**src/rtl/aosc_pkg.sv**
```systemverilog
// Shared types, widths and helpers for the accelerator oscillator.
// No dependencies; imported by every module of the block.
`default_nettype none
package aosc_pkg;

  localparam int PRICE_W    = 32;
  localparam int MED_W      = 33;   // high + low
  localparam int TOT_W      = 39;   // window sum of medians
  localparam int SIG_TOT_W  = 40;   // signed sum of oscillators
  localparam int OSC_W      = 34;
  localparam int AC_W       = 35;
  localparam int PER_W      = 7;
  localparam int SPER_W     = 6;
  localparam int BARS_W     = 8;
  localparam int MAX_WINDOW = 64;
  localparam int MAX_SIGNAL = 32;
  localparam int MSLOT_W    = $clog2(MAX_WINDOW);
  localparam int OSLOT_W    = $clog2(MAX_SIGNAL);
  localparam int CFG_IDX_W  = 2;

  // shared divider: 2 quotient bits per cycle
  localparam int DIV_NUM_W  = 42;
  localparam int DIV_DEN_W  = 7;
  localparam int DIV_STEPS  = DIV_NUM_W / 2;
  localparam int DIV_CNT_W  = $clog2(DIV_STEPS);

  localparam logic [CFG_IDX_W-1:0] CFG_FAST   = 2'd0;
  localparam logic [CFG_IDX_W-1:0] CFG_SLOW   = 2'd1;
  localparam logic [CFG_IDX_W-1:0] CFG_SIGNAL = 2'd2;

  typedef enum logic [3:0] {
    OP_NONE, OP_LOAD, OP_PREP, OP_RDS, OP_DIVF, OP_CAPF,
    OP_DIVS, OP_CAPS, OP_OSC, OP_DIVG, OP_CAPG, OP_OUT
  } op_e;

  typedef enum logic [3:0] {
    S_IDLE, S_PREP, S_RDS, S_DIVF, S_WF, S_DIVS, S_WS,
    S_OSC, S_DIVG, S_WG, S_OUT
  } state_e;

  typedef struct packed {
    logic div_done;
    logic pre_osc;   // bar still ahead of the first oscillator
    logic emit;      // warm-up over, this bar gives a result
    logic out_free;  // output register can take a value
  } status_t;

  function automatic logic [PER_W-1:0] clamp_win(input logic [PER_W-1:0] p);
    logic [PER_W-1:0] r;
    if (p < PER_W'(2)) r = PER_W'(2);
    else if (p > PER_W'(MAX_WINDOW)) r = PER_W'(MAX_WINDOW);
    else r = p;
    return r;
  endfunction

  function automatic logic [SPER_W-1:0] clamp_sig(input logic [SPER_W-1:0] p);
    logic [SPER_W-1:0] r;
    if (p < SPER_W'(2)) r = SPER_W'(2);
    else if (p > SPER_W'(MAX_SIGNAL)) r = SPER_W'(MAX_SIGNAL);
    else r = p;
    return r;
  endfunction

endpackage
`default_nettype wire

```
**src/rtl/aosc_ctrl.sv**
```systemverilog
// Sequencer for one bar: issues datapath ops, waits on the divider.
// Depends on aosc_pkg.
`default_nettype none
module aosc_ctrl import aosc_pkg::*; (
  input  wire logic    clk_i,
  input  wire logic    rst_ni,
  input  wire logic    in_valid_i,
  output logic         in_stall_o,
  input  wire status_t status_i,
  output op_e          op_o
);

  state_e state_q, state_d;

  always_ff @(posedge clk_i or negedge rst_ni) begin
    if (!rst_ni) state_q <= S_IDLE;
    else         state_q <= state_d;
  end

  always_comb begin
    state_d = state_q;
    unique case (state_q)
      S_IDLE: if (in_valid_i) state_d = S_PREP;
      S_PREP: state_d = S_RDS;
      S_RDS:  state_d = S_DIVF;
      S_DIVF: state_d = S_WF;
      S_WF:   if (status_i.div_done) state_d = S_DIVS;
      S_DIVS: state_d = S_WS;
      S_WS:   if (status_i.div_done) state_d = status_i.pre_osc ? S_IDLE : S_OSC;
      S_OSC:  state_d = S_DIVG;
      S_DIVG: state_d = S_WG;
      S_WG:   if (status_i.div_done) state_d = status_i.emit ? S_OUT : S_IDLE;
      S_OUT:  if (status_i.out_free) state_d = S_IDLE;
      default: state_d = S_IDLE;
    endcase
  end

  always_comb begin
    op_o       = OP_NONE;
    in_stall_o = (state_q != S_IDLE);
    unique case (state_q)
      S_IDLE: if (in_valid_i) op_o = OP_LOAD;
      S_PREP: op_o = OP_PREP;
      S_RDS:  op_o = OP_RDS;
      S_DIVF: op_o = OP_DIVF;
      S_WF:   if (status_i.div_done) op_o = OP_CAPF;
      S_DIVS: op_o = OP_DIVS;
      S_WS:   if (status_i.div_done) op_o = OP_CAPS;
      S_OSC:  op_o = OP_OSC;
      S_DIVG: op_o = OP_DIVG;
      S_WG:   if (status_i.div_done) op_o = OP_CAPG;
      S_OUT:  if (status_i.out_free) op_o = OP_OUT;
      default: op_o = OP_NONE;
    endcase
  end

endmodule
`default_nettype wire

```
**config.mk**
```make
export PLATFORM = sky130hd
export DESIGN_NAME = aosc_ctrl
export DESIGN_NICKNAME = d
export VERILOG_FILES = /design/src/rtl/aosc_pkg.sv /design/src/rtl/aosc_ctrl.sv
export SDC_FILE = /design/constraint.sdc
export NUM_CORES = 1
export LEC_CHECK = 0
export BUFFER_PORTS_ARGS = -buffer_cell sky130_fd_sc_hd__buf_2
export CAP_MARGIN = 15
export CORE_MARGIN = 3
export CORE_UTILIZATION = 25
export DETAILED_ROUTE_END_ITERATION = 8
export PLACE_DENSITY = 0.42
export SYNTH_ARGS = -nofsm -noshare
export SYNTH_HDL_FRONTEND = slang
export SYNTH_SLANG_ARGS = --single-unit
```
**constraint.sdc**
```tcl
create_clock -name clk_i -period 1.9 [get_ports clk_i]
set_input_delay 0.285 -clock clk_i [delete_from_list [all_inputs] [get_ports clk_i]]
set_output_delay 0.285 -clock clk_i [all_outputs]
set_load 0.1 [all_outputs]
```
## Word-level counts from Yosys, hierarchy flattened

Index checks and enable logic that the tools add are counted.
W data, S select, Z words.

- Eq/ne operators: 15
- Mux-type cells: 14
- Reduce and logical (&&, ||, !) cells: 3

Operator list:

| cell | number |
|---|---|
| $pmux W4 S11 | 2 |
| $mux W4 | 8 |
| $eq A4 B3 Y1 const B | 4 |
| $eq A4 B4 Y1 const B | 3 |
| $ne A2 B2 Y1 const B | 5 |
| $mux W3 | 3 |
| $eq A4 B2 Y1 const B | 2 |
| $reduce_and A5 Y1 | 1 |
| $eq A4 B1 Y1 const B | 1 |
| $logic_not A4 Y1 | 1 |
| $reduce_bool A4 Y1 | 1 |
| $mux W1 | 1 |

- Register bits after elaboration: 4

## Longest topological paths before layout

Gate-level depths: netlist (run 1).

- Depth after elaboration: 3
- Mapped depth: 5

## Worst setup path after synthesis (run 1)

No wires, ideal clock.

- Path type: register to output
- From: register state_q[2]
- To: output port op_o[2]
- Data arrival time: 2477 ps
- Path slack: -862 ps
- Cell stages (with the launch flop): 5
- Path buffers: 1
- Cells stage by stage: dfrtp_1 -> clkbuf_1 -> inv_1 -> or3_1 -> a21oi_1

- Word-level cells in the longest chain between the ends: 2

RTL lines:

| what | line | RTL |
|---|---|---|
| start: declaration | aosc_ctrl.sv:13 | `state_e state_q, state_d;` |
| start signal: assignment | aosc_ctrl.sv:17 | `else state_q <= state_d;` |
| $eq A4 B4 Y1, or another cell as far along | aosc_ctrl.sv:41 | `unique case (state_q)` |
| $pmux W4 S11 (*) | aosc_ctrl.sv:41 |  |
| end: declaration | aosc_ctrl.sv:10 | `output op_e op_o` |

Mark *: on every way between the ends. The rest lies on a longest branch, timed or not.

## Worst setup path after layout (run 1)

- From: register state_q[3]
- To: output port op_o[0]

The elaborated chain is that of the path after synthesis.

==> impl_results.md, run 1 <==
- ANT cells: 0
- Status: finished clean
- Core Area: 1380 um2
- Initial Utilization: 0.284
- Syn Area/Cell: roughly 7 um2
- HP Class: in -> async
- Initial antenna violation count: 0
- Root Driver: clkbuf_4
- Cells on worst reg2reg path: 4
- Minimum clock period: around 1.8 ns
- RSZ-0062 raised after global routing: no
- Clock transition at path regs: about 0.040 ns
- Synth-to-layout area growth: 54.1%
- Final GP Congestion: roughly 0.76
- DRT Wirelength: 1030 um
- Vias per cell: roughly 5
- Met3 Use GR: 0.0514
- Final #Nets: 80
- First-pass GRT wire length: 1860 um
- Count of port buffers added during placement: 11
- Final Hold Fails: 0
- Post-Layout Inst Area: a little over 600 um2
- FF-to-FF setup slack: approximately 0.25 ns
- Max Cap Violations: 0
- Post-DP Area: roughly 570 um2
- Sum Neg Setup Slack: 0 ns
- Die area: 2080 um2
- Met1 Use GR: 0.177
- F_max: roughly 550 MHz
- Syn nets: 63
- DR iter-0 viols: 2
- Crit Reg-Reg Endpoint: state_q[1]$_DFFE_PN0P_
- Largest net degree at the start of global routing: 16
- Slew headroom: 0.678
- Total global-route track usage: 0.121
- Met2 usage: 0.173
- Die Ht: between 40 and 50 um
- Max Root-Sink Buffers: 2
- EDFF count, synth: 0
- Wire per inst: 11.9 um
- Final setup viols: 0
- CTS tree: done
- Synth cell types: 25
- Biggest registers after layout: state_q (4)
- Top FF cell, synth: dfrtp_1
- Worst Path Arrival: between 1.5 and 2 ns
- # fillers: ~140
- Vias: 434
- Final Max Slew Viols: 0
- Final worst path period share: 0.961
- Row count: 13
- Post-route DRC: 0
- Most used routing layer: met1
- Crit start category: flop
- Worst-path fanout max: 15
- CTS H-tree depth: 1
- Non-filler cells, final: 86
- Routed Antenna Nets: 0
- Overflow after GRT: 0
- Layout cell share with drive strength beyond 1: 0.352
- Cts bufs inserted: 3
- Dpl hpwl: about 800 um
- Clock sink count: 4
- CP required: ~1.6 ns
- Netlist Area Pre-Place: slightly below 400 um2
- Drt first pass iters: 4
- Synth Instances: 56
- Clock skew: between 0.004 and 0.005 ns
- Reg with most FFs: state_q
- Sequential element share of the synthesized area: 0.255
- YS warnings: 0
- Worst slew pin tran: ~0.49 ns
- Inst Count DP: a little over 80
- Clock latency on the worst-skew pair: about 0.23 ns
- Crit Path Class: reg -> out
- WHS: approximately 0.4 ns
- Vias in the first global route: approximately 430
- Critical R2R Launch: state_q[1]$_DFFE_PN0P_
- I/O pin cnt: 12
- Yosys reg bits: 4
- Die W: 45.6 um
- Max FFs per register: 4
- CP Capture Type: output pin
- FFs w/ async S/R, synth: 1.00
-- layout by cell type, fill, tap and decap left out, drive strengths merged --
master / count
nor2b: 2
a211o: 1
o211ai: 1
nand3b: 1
nand3: 4
a21boi: 2
inv: 3
clkbuf: 3
o21ai: 1
dfrtp: 4
dlygate4sd3: 1
or3: 2
o22ai: 3
mux2: 1
nor2: 4
xor2: 1
nand4b: 1
nor3: 1
nand2b: 2
nand2: 8
a31oi: 1
a21oi: 5
o41ai: 1
and3: 2
buf: 15
nand4: 1
-- kinds of logic (layout without fill, tap and decap cells) --
kind of cell              after synthesis  count (layout)  synth area share
DFF                                     4               4             0.255
muxes                                   1               1            0.0382
AOI/OAI and AO/OA                      15              15             0.242
buffers and inverters                   7              22            0.0669
xor gates and xnor gates                1               1            0.0223
and+or+nand+nor                        28              28             0.376
-- layout make-up --
type	count	area (um2)	area share
sequential	4	103	0.169
timing repair buffer	16	155	0.256
multi-input combinational	45	295	0.488
clock buffer	3	22.5	0.0372
tap	15	18.8	0.0310
inverter	3	11.3	0.0186
-- per-stage QoR --
stage | setup slack [ns] | util
floorplan | -0.0153 | -
global placement | 0.259 | 0.410
detailed placement | 0.258 | 0.410
CTS | 0.0228 | 0.433
global route | 0.00191 | 0.438
finish | 0.0744 | 0.438
-- cells in the mapped netlist, types with 2 or more instances --
| library cell | count | area share |
|---|---|---|
| nand2_1 | 8 | 0.076 |
| a21oi_1 | 5 | 0.064 |
| clkbuf_1 | 4 | 0.038 |
| dfrtp_1 | 4 | 0.25 |
| nand3_1 | 4 | 0.051 |
| nor2_1 | 4 | 0.038 |
| inv_1 | 3 | 0.029 |
| o22ai_1 | 3 | 0.048 |
| a21boi_0 | 2 | 0.038 |
| nand2b_1 | 2 | 0.032 |
| nor2b_1 | 2 | 0.032 |
| or3_1 | 2 | 0.032 |
-- worst max path at each step --
stage / from / end / slack (ns) / cells after the start
floorplan: state_q[2]$_DFFE_PN0P_ / op_o[2] / -0.02 / 4
global placement: state_q[3]$_DFFE_PN0P_ / op_o[0] / 0.26 / 5
detailed placement: state_q[1]$_DFFE_PN0P_ / state_q[1]$_DFFE_PN0P_ / 0.26 / 4
CTS: state_q[3]$_DFFE_PN0P_ / op_o[0] / 0.02 / 5
global route: state_q[3]$_DFFE_PN0P_ / op_o[0] / 0.002 / 5
finish: state_q[3]$_DFFE_PN0P_ / op_o[0] / 0.07 / 5
-- worst max-delay path, cell delays in order (launching register included) --
cell	delay, ns
dfrtp_1	0.36
buf_4	0.19
nand2b_1	0.18
a21oi_2	0.17
and3_1	0.22
buf_12	0.18
-- metal layers --
layer,vias up,share of wire
li1,229,-
met1,193,0.49
met2,12,0.44
met3,0,0.070
met4,0,0
met5,-,0
-- what timing repair did --
| action | CTS | global route |
|---|---|---|
| hold buffers | 1 | 0 |
| endpoints found under the hold margin | 4 | 0 |
| setup endpoints to repair | 0 | 3 |
| buffers inserted | 0 | 0 |
| resized for setup | 0 | 4 |
Power of run 1 is left out: the tool's default activity adds up to more than one toggle a clock period on the data nets, which glitch-free logic cannot reach.
==> inputs of run 2 (changes only) <==
--- a/config.mk
+++ b/config.mk
@@ -5,12 +5,15 @@
 export SDC_FILE = /design/constraint.sdc
 export NUM_CORES = 1
 export LEC_CHECK = 0
+export ABC_AREA = 1
 export BUFFER_PORTS_ARGS = -buffer_cell sky130_fd_sc_hd__buf_2
 export CAP_MARGIN = 15
 export CORE_MARGIN = 3
 export CORE_UTILIZATION = 25
 export DETAILED_ROUTE_END_ITERATION = 8
 export PLACE_DENSITY = 0.42
+export SETUP_SLACK_MARGIN = 0.2
+export SLEW_MARGIN = 0
 export SYNTH_ARGS = -nofsm -noshare
 export SYNTH_HDL_FRONTEND = slang
 export SYNTH_SLANG_ARGS = --single-unit
==> run 2 against run 1 <==
  * Final cell count increased by 33%
  * Global-route usage up 2.1 points
  * Clock skew down 0.0025 ns
  * Non-clock buffer count grew 6
  * Critical path depth up 2
  * Sequential share of layout area decreased by 2.8 points
  * Die area up 2.5%
  * Flip-flop and latch count is the same
  * Register-to-register slack better by 0.26 ns
  * First-iteration DRC count increased to 7.0 times the previous value
  * Critical path type unchanged
  * Highest routed layer unchanged
==> impl_results.md, run 2 <==
- Synth-to-layout area growth: 81.7%
- Multi-input gate area: about 330 um2
- FF/Latch Area: slightly above 100 um2
- Initial Utilization: 0.289
- Yosys reg bits: 4
- F_max: approximately 550 MHz
- # fillers: 142
- Clock latency on the worst-skew pair: 0.23 ns
- Row count: 13
- Sequential element share of the synthesized area: 0.248
- Overflow after GRT: 0
- Crit path cell chain: buf_4 -> nor2_4 -> inv_2 -> nor2_4 -> nor2_1 -> o211ai_1 -> clkbuf_16
- Worst path bufs/invs: 3
- CP required: 1.62 ns
- Max FFs per register: 4
- Post-DP Area: between 500 and 600 um2
- Slowest cell on the critical path: dfrtp_1
- Synth cell types: 14
- Dpl hpwl: 933 um
- Minimum clock period: ~1.8 ns
- Share of the synthesized area in the top cell type: 0.248
- CP Capture Type: output pin
- Max incr delay on CP: 0.40 ns
- Core Area: approximately 1400 um2
- Clock sink count: 4
- HP Class: in -> async
- Crit-path leading delay family: buffers and inverters
- Final Hold Fails: 0
- Die area: 2130 um2
- Worst Path Arrival: 1.52 ns
- Count of port buffers added during placement: 11
- Post-synth top cells: nand2_1, inv_1, nor2_1
- Area leader, netlist: dfrtp_1
- Post-Layout Inst Area: around 730 um2
- CTS tree: done
- Commonest non-fill, non-tap cell in the layout: nand2_1
- ANT cells: 0
- WHS: 0.386 ns
- Worst-path fanout max: 3
- Worst slew pin tran: about 0.30 ns
- Total global-route track usage: 0.142
- Final worst path period share: 0.950
- Syn Area/Cell: ~5.5 um2
- Final Max Slew Viols: 0
- Initial antenna violation count: 0
- Post-route DRC: 0
- Cts bufs inserted: 3
- Layout cell share with drive strength beyond 1: 0.495
- Max Cap Violations: 0
- Vias in the first global route: approximately 530
- Netlist Area Pre-Place: 404 um2
- DR iter-0 viols: 14
- Final setup viols: 0
- First-pass GRT wire length: ~2200 um
- RSZ-0062 raised after global routing: yes
- Clock skew: 0.00199 ns
- DRT Wirelength: 1360 um
- Count leader, synth: nand2_1
- FFs w/ async S/R, synth: 1.00
- I/O pin cnt: 12
- Die Ht: between 40 and 50 um
- Reg with most FFs: state_q
- Final GP Congestion: slightly below 0.8
- Vias: 560
- Vias per cell: 4.91
- Synth Instances: 74
- EDFF count, synth: 0
- Die W: roughly 46 um
- Largest cells by area after synthesis: dfrtp_1, nand2_1, inv_1, nor2_1, nand3_1
- Biggest registers after layout: state_q (4)
- Routed Antenna Nets: 0
- Drt first pass iters: 4
- Clock transition at path regs: around 0.040 ns
- CTS H-tree depth: 1
- Root Driver: clkbuf_4
- Max Root-Sink Buffers: 2
- Most frequent cells in the layout: nand2_1, buf_4, inv_2, inv_1
- Largest net degree at the start of global routing: 8
- Crit start category: flop
- Crit Path Class: reg -> out
- Most common cell on crit path: nor2_4
- Top FF cell, synth: dfrtp_1
- Final #Nets: approximately 110
- Status: finished clean
- Wire per inst: roughly 12 um
- Slew headroom: 0.802
- Syn nets: 81
- YS warnings: 0
==> run 2: cell count changes after synthesis, sizes merged, moves of 2 or more <==
cell    previous run  this run
a21boi             2         0
a21oi              5         1
and3               2         0
clkbuf             4         0
inv                3        14
nand2              8        26
nand2b             2         0
nand3              4         6
nor2               4        14
nor2b              2         0
o211ai             1         3
o22ai              3         0
or3                2         0
==> run 2: worst paths after layout <==
| path | startpoint | cells after the start | slack (ns) | endpoint |
|---|---|---|---|---|
| max in group asynchronous | rst_ni | 2 | 1.38 | state_q[2]$_DFFE_PN0P_ |
| hold / removal | rst_ni | 2 | 0.39 | state_q[0]$_DFFE_PN0P_ |
| min in group clk_i | status_i[3] | 4 | 0.39 | state_q[2]$_DFFE_PN0P_ |
| setup / recovery | state_q[3]$_DFFE_PN0P_ | 7 | 0.1 | op_o[1] |
| setup reg to reg | state_q[1]$_DFFE_PN0P_ | 8 | 0.51 | state_q[3]$_DFFE_PN0P_ |
| hold reg to reg | state_q[1]$_DFFE_PN0P_ | 3 | 0.73 | state_q[1]$_DFFE_PN0P_ |
==> run 2: cell type report <==
class	instances	area share
multi-input combinational	56	0.443
inverter	14	0.0716
tap	15	0.0256
clock buffer	3	0.0307
sequential	4	0.141
timing repair buffer	22	0.288
==> run 2: stage by stage <==
stage / setup WS, ns / util / instances / TNS (ns)
after CTS: 0.134 / 0.487 / 111 / 0
after detailed placement: 0.258 / 0.395 / 100 / 0
after global placement: 0.240 / 0.395 / 100 / 0
after floorplan: -0.548 / - / 74 / -1.03
after global routing: 0.0245 / 0.525 / 114 / 0
final: 0.0954 / 0.525 / 114 / 0
==> run 2: cells by family after synthesis <==
kind of cell | Yosys count | synth area share
AO/OA/AOI/OAI | 6 | 0.0991
buffers and inverters | 14 | 0.130
flip-flops | 4 | 0.248
AND/OR/NAND/NOR | 50 | 0.523
==> run 2: routing by layer <==
metal	part of all wire	global-route usage	wire (um)	vias up
met1	0.40	0.163	550	260
met2	0.54	0.258	733	17
met3	0.058	0.0117	79	0
met5	0	0	0	-
met4	0	0.0682	0	0
li1	-	-	-	283
==> run 2: timing repair <==
item	CTS	global route
gates cloned	0	0
hold buffers	1	0
buffers inserted	7	3
hold endpoints to repair	4	0
resized for setup	17	11
setup endpoints to repair	5	5
pin swaps	6	2
Power of run 2 is left out for the same reason.
==> inputs of run 3 (changes only) <==
--- a/config.mk
+++ b/config.mk
@@ -10,6 +10,7 @@
 export CAP_MARGIN = 15
 export CORE_MARGIN = 3
 export CORE_UTILIZATION = 25
+export CTS_BUF_LIST = sky130_fd_sc_hd__clkbuf_8
 export DETAILED_ROUTE_END_ITERATION = 8
 export PLACE_DENSITY = 0.42
 export SETUP_SLACK_MARGIN = 0.2
==> run 3 against run 2 <==
  * Flip-flop and latch count stayed put
  * Register-to-register slack is essentially flat
  * Non-clock buffer count is the same
  * Critical path depth fell by 1
  * Setup slack gained 0.022 ns
  * First-iteration DRC count unchanged
==> impl_results.md, run 3 (synthesis gave the netlist of run 2 again) <==
- DRT Wirelength: 1370 um
- ANT cells: 0
- Initial antenna violation count: 0
- DR iter-0 viols: 14
- Biggest registers after layout: state_q (4)
- Worst-path fanout max: 5
- Final Hold Fails: 0
- Clock sink count: 4
- Status: finished clean
- Final #Nets: approximately 110
- Post-route DRC: 0
- Count of port buffers added during placement: 11
- Core Area: roughly 1400 um2
- Post-Layout Inst Area: 753 um2
- CTS H-tree depth: 1
- Fin worst setup slack: ~0.12 ns
- Most frequent cells in the layout: nand2_1, buf_4, inv_2, inv_1
- Largest net degree at the start of global routing: 8
- Post-DP Area: between 500 and 600 um2
- Synth-to-layout area growth: 86.4%
- Worst slew pin tran: 0.296 ns
- Total global-route track usage: 0.143
- F_max: 561 MHz
- HP Class: in -> async
- Vias in the first global route: between 500 and 600
- Final Max Slew Viols: 0
- Worst path bufs/invs: 2
- Max Cap Violations: 0
- Critical R2R Launch: state_q[1]$_DFFE_PN0P_
- Vias per cell: roughly 5
- Crit path cell chain: inv_2 -> nand2_1 -> nor2_4 -> nor2_1 -> o211ai_1 -> clkbuf_16
- Crit Reg-Reg Endpoint: state_q[2]$_DFFE_PN0P_
- RSZ-0062 raised after global routing: yes
- I/O pin cnt: 12
- Final Util: 0.538
- Vias: 571
- Clock latency on the worst-skew pair: about 0.21 ns
- Initial Utilization: 0.289
- Max incr delay on CP: around 0.44 ns
- Die area: 2130 um2
- Worst Path Arrival: roughly 1.5 ns
- Drt first pass iters: 4
- Crit start category: flop
- CP Capture Type: output pin
- Max Root-Sink Buffers: 2
- Routed Antenna Nets: 0
- Slowest cell on the critical path: dfrtp_2
- Cells on worst reg2reg path: 8
- Wire per inst: around 12 um
- Die W: between 40 and 50 um
- Crit-path leading delay family: flip-flops
- Slew headroom: 0.802
- Reg with most FFs: state_q
- Commonest non-fill, non-tap cell in the layout: nand2_1
- FF-to-FF setup slack: between 0.5 and 0.6 ns
- Overflow after GRT: 0
- Final setup viols: 0
- Cts bufs inserted: 3
- Die Ht: 46.2 um
- Final worst path period share: 0.938
- Clock skew: 0.00116 ns
- Clock transition at path regs: ~0.030 ns
- Final GP Congestion: between 0.7 and 0.8
- Root Driver: clkbuf_8
- Max FFs per register: 4
- Pre-CTS setup slack: about 0.26 ns
- Dpl hpwl: ~930 um
- Crit Path Class: reg -> out
- CP required: roughly 1.6 ns
- Row count: 13
- CTS tree: done
- Minimum clock period: between 1.5 and 2 ns
- First-pass GRT wire length: about 2200 um
- Layout cell share with drive strength beyond 1: 0.495
-- run 3: stage by stage --
step / TNS [ns] / cells / hold slack (ns)
after detailed placement: 0 / 100 / 0.0942
after floorplan: -1.03 / 74 / -0.0106
after global routing: 0 / 114 / 0.410
after global placement: 0 / 100 / 0.0934
after CTS: 0 / 111 / 0.398
final: 0 / 114 / 0.407
-- run 3: worst max path at each step --
stage | start | endpoint | slack (ns) | cells after the start
finish | state_q[0]$_DFFE_PN0P_ | op_o[1] | 0.12 | 6
global route | state_q[0]$_DFFE_PN0P_ | op_o[1] | 0.05 | 6
CTS | state_q[2]$_DFFE_PN0P_ | op_o[1] | 0.16 | 6
detailed placement | state_q[3]$_DFFE_PN0P_ | op_o[1] | 0.26 | 7
global placement | state_q[0]$_DFFE_PN0P_ | op_o[1] | 0.24 | 7
floorplan | state_q[3]$_DFFE_PN0P_ | op_o[1] | -0.55 | 5
-- run 3: routing by layer --
layer / global-route usage / share of wire / vias up / routed length [um]
met5: 0 / 0 / - / 0
met1: 0.165 / 0.41 / 268 / 563
li1: - / - / 282 / -
met4: 0.0682 / 0 / 0 / 0
met2: 0.258 / 0.54 / 21 / 734
met3: 0.0117 / 0.052 / 0 / 71
-- run 3: cell type report --
type,instances,area (um2)
Inverter,14,52.6
Tap cell,15,18.8
Multi-Input combinational cell,56,325
Fill cell,137,646
Clock buffer,3,41.3
Sequential cell,4,104
Timing Repair Buffer,22,211
-- run 3: repair_timing --
action                                 in CTS  in global routing
endpoints found under the hold margin       4                  0
pin swaps                                   6                  2
resized for setup                          16                 11
buffers inserted                            7                  3
setup endpoints to repair                   4                  5
hold buffers                                1                  0
Power of run 3 is left out for the same reason.
